$ cat src/rtl/mrrc_ram.sv
// Simple dual-port RAM: one write port, one read port with registered data.
// Generic storage for the checker; no package dependency.
module mrrc_ram #(
    parameter int WIDTH = 16,
    parameter int DEPTH = 32,
    parameter int AW    = (DEPTH > 1) ? $clog2(DEPTH) : 1
) (
    input  logic             i_clk,
    input  logic             i_we,
    input  logic [AW-1:0]    i_waddr,
    input  logic [WIDTH-1:0] i_wdata,
    input  logic [AW-1:0]    i_raddr,
    output logic [WIDTH-1:0] o_rdata
);

    logic [WIDTH-1:0] r_mem [DEPTH];
    logic [WIDTH-1:0] r_rdata;

    always_ff @(posedge i_clk) begin
        if (i_we) begin
            r_mem[i_waddr] <= i_wdata;
        end
        r_rdata <= r_mem[i_raddr];
    end

    assign o_rdata = r_rdata;

endmodule

$ cat config.mk
export PLATFORM = sky130hd
export DESIGN_NAME = mrrc_ram
export DESIGN_NICKNAME = d
export VERILOG_FILES = /design/src/rtl/mrrc_ram.sv
export SDC_FILE = /design/constraint.sdc
export NUM_CORES = 1
export LEC_CHECK = 0
export BUFFER_PORTS_ARGS = -buffer_cell sky130_fd_sc_hd__buf_2
export CORE_MARGIN = 1.5
export CORE_UTILIZATION = 45
export CTS_CLUSTER_SIZE = 30
export DETAILED_ROUTE_END_ITERATION = 12
export SYNTH_ARGS = -nofsm -noshare
export SYNTH_HDL_FRONTEND = slang
export SYNTH_SLANG_ARGS = --single-unit
export TNS_END_PERCENT = 5
$ cat constraint.sdc
create_clock -name i_clk -period 3.9 [get_ports i_clk]
set_input_delay 0.39 -clock i_clk [delete_from_list [all_inputs] [get_ports i_clk]]
set_output_delay 0.39 -clock i_clk [all_outputs]
set_load 0.03 [all_outputs]
==> metrics.txt <==
Power, Total=12.15 mW; Clock Skew=0.01636 ns; initial antenna violation count=2; sequential cell area fraction in the yosys report=76.43%; full die area=46930 um^2; Hold Path Origin=i_raddr[3]; commonest cells in the netlist=512 x edfxtp_1, 256 x mux2i_1, 64 x a22oi_1, 34 x nand3_1; grt ovf=0; syn nets=1171; Async S/R FF share, synth=0%; clk root buf=clkbuf_16; GPL Wtd Cong=0.7938; register bit count reported by yosys=528; RSZ-0062 raised after global routing=no; post-detailed-route DRC marker count=0; Vias=10.50k; Syn Area/Cell=17.97 um^2; Setup CP Type=in -> reg; largest net degree at the start of global routing=63; run status=finished, final reports clean; post-route setup TNS=0 ns; share of layout cells above drive strength 1=15.48%; num rows=78; Period minus WS final=1.951 ns; CP top delay family=buffers and inverters; Layout Nets=1249; hold bufs inserted after CTS=0; flop2flop setup slack=2.19 ns; IO Port Bufs=43; Setup Buffers After CTS=0; GRT Total Usage=20.74%; HP Class=in -> reg; Mapped Cells=1143; # resized after CTS=0; Slew @ Worst Pin=1.019 ns; Slew HR=32.03%; # setup viols final=0; Worst EP required=4.37 ns; WL final=48.13 mm; area grow syn2layout=12.94%; io pins=44; Startpoint Class=primary input; worst setup slack after layout=1.949 ns; die width=216.6 um; Fmax=0.5125 GHz; Final Cycle Share=50.03%; Initial DRC Count=860; final core utilization=51.33%; Clock Latency Late Sink=0.60 ns; dpl hpwl=28.04 mm; hold_ws=0.3404 ns; mapped cell area=20540 um^2; first-pass GRT wire length=70.37 mm; clock buffer depth=3; Worst-path clk slew=0.06 ns; DR vias/cell=5.622; Core Area=45190 um^2; maximum vdd drop=0.3952 mV; Yosys top cell area share=74.87%; Max stage delay cell, worst path=buf_4; Detailed Routing Iterations Pass 1=5; Routed WL per cell=25.78 um; die height=216.6 um; Crit Path Max Fanout=26; power per cell area=524.1 nW/um^2; total CTS buffers=53; fillers=3659; CP bufs+invs=3; vias in the first global route=10.48k; most frequent CP cell=buf_4; max-capacitance violation count=0; Reg2Reg Launch Point=r_mem[1][5]; Clock Sinks=528; ys flop type=edfxtp_1; starting density of the core=45.45%; path depth of the worst reg2reg path=5; critical-path cell list=buf_2 > and2_2 > buf_4 > buf_4 > a21oi_1 > a31oi_1 > nand3_1; Yosys top cell by area=edfxtp_1; Arr. time, crit path=2.42 ns; final max-slew violation count=0; dominant cells by area after synthesis=edfxtp_1 75%, mux2i_1 12%, a22oi_1 2.3%; CP Capture Type=flop; CTS H-Tree Depth=2; most common cell in the netlist=edfxtp_1; worst stage delay on the critical path=0.43 ns; Static Leak=8.111 nW; worst hold stages=3; Synth cell types=26; Yosys warning total=0; antenna viol nets, final=0; number of enable flip-flop cells after synthesis=512; FF-to-FF End=o_rdata[5]; CTS tree=done; Final Hold Viols=0; hold endpoint=o_rdata[15]; Place WS=1.364 ns
-- power by group --
group          internal, mW  switching [mW]  total (mW)
combinational         0.197           0.466       0.663
clock                  3.04            2.11        5.15
sequential             6.31          0.0343        6.34
-- routing by layer --
| metal | up-vias | track usage (%) | routed length (um) |
|---|---|---|---|
| met5 | - | 0 | 13 |
| met3 | 90 | 4.084 | 2572 |
| met4 | 2 | 6.181 | 1296 |
| met2 | 304 | 34.12 | 23460 |
| li1 | 4720 | - | - |
| met1 | 5380 | 28.00 | 20790 |
-- cell usage in the layout, fill, tap and decap left out, drive strengths merged --
cell type / instances
edfxtp: 512
mux2i: 256
buf: 90
a22oi: 64
clkbuf: 64
nand3: 34
nor2: 34
nand2: 33
a21oi: 32
a22o: 32
clkinv: 26
nor3: 16
a31oi: 16
nand4: 16
dfxtp: 16
bufinv: 6
nand3b: 5
or3b: 3
clkinvlp: 3
nor2b: 2
nand2b: 2
diode: 1
and2: 1
or2: 1
or3: 1
inv: 1
-- stage by stage --
stage,cells,area (um^2)
finish,1867,23190
global route,1866,23190
CTS,1866,23190
detailed placement,1766,21410
global placement,1766,21410
floorplan,1143,20540
-- final cells by class --
cell class / count / area, um^2 / share of cell area (%)
Clock inverter: 36 / 330.3 / 1.424
Clock buffer: 64 / 1450 / 6.252
Tap cell: 600 / 750.7 / 3.237
Sequential cell: 528 / 15700 / 67.67
Multi-Input combinational cell: 548 / 4349 / 18.75
Antenna cell: 1 / 2.502 / 0.01079
Timing Repair Buffer: 90 / 615.6 / 2.654
-- sequential cells by signal, indices dropped and copies added (netlist names) --
| name | cells |
|---|---|
| o_rdata | 16 |
| r_mem | 512 |
-- worst max path at each step --
stage	from	endpoint	slack, ns	cells after the start
global route	i_raddr[1]	o_rdata[15]	1.86	7
CTS	i_raddr[2]	o_rdata[5]	2.00	7
global placement	i_raddr[2]	o_rdata[5]	1.39	7
floorplan	i_waddr[1]	r_mem[12][0]	1.77	3
finish	i_raddr[2]	o_rdata[14]	1.95	7
detailed placement	i_raddr[2]	o_rdata[15]	1.36	7
-- logic make-up after synthesis --
group	Yosys count	synth area share, %
mux	256	12.48
flops	528	76.43
simple gates	148	3.491
compound gates	144	4.972
buf+inv	67	2.632
-- worst register-to-register path: stages, from the launching register on --
cell      delay, ns
edfxtp_1       0.36
mux2i_1        0.17
a22o_1         0.23
nor3_1         0.11
a31oi_1        0.55
nand3_1        0.14
Note: power is estimated with default switching activity, not from simulation.
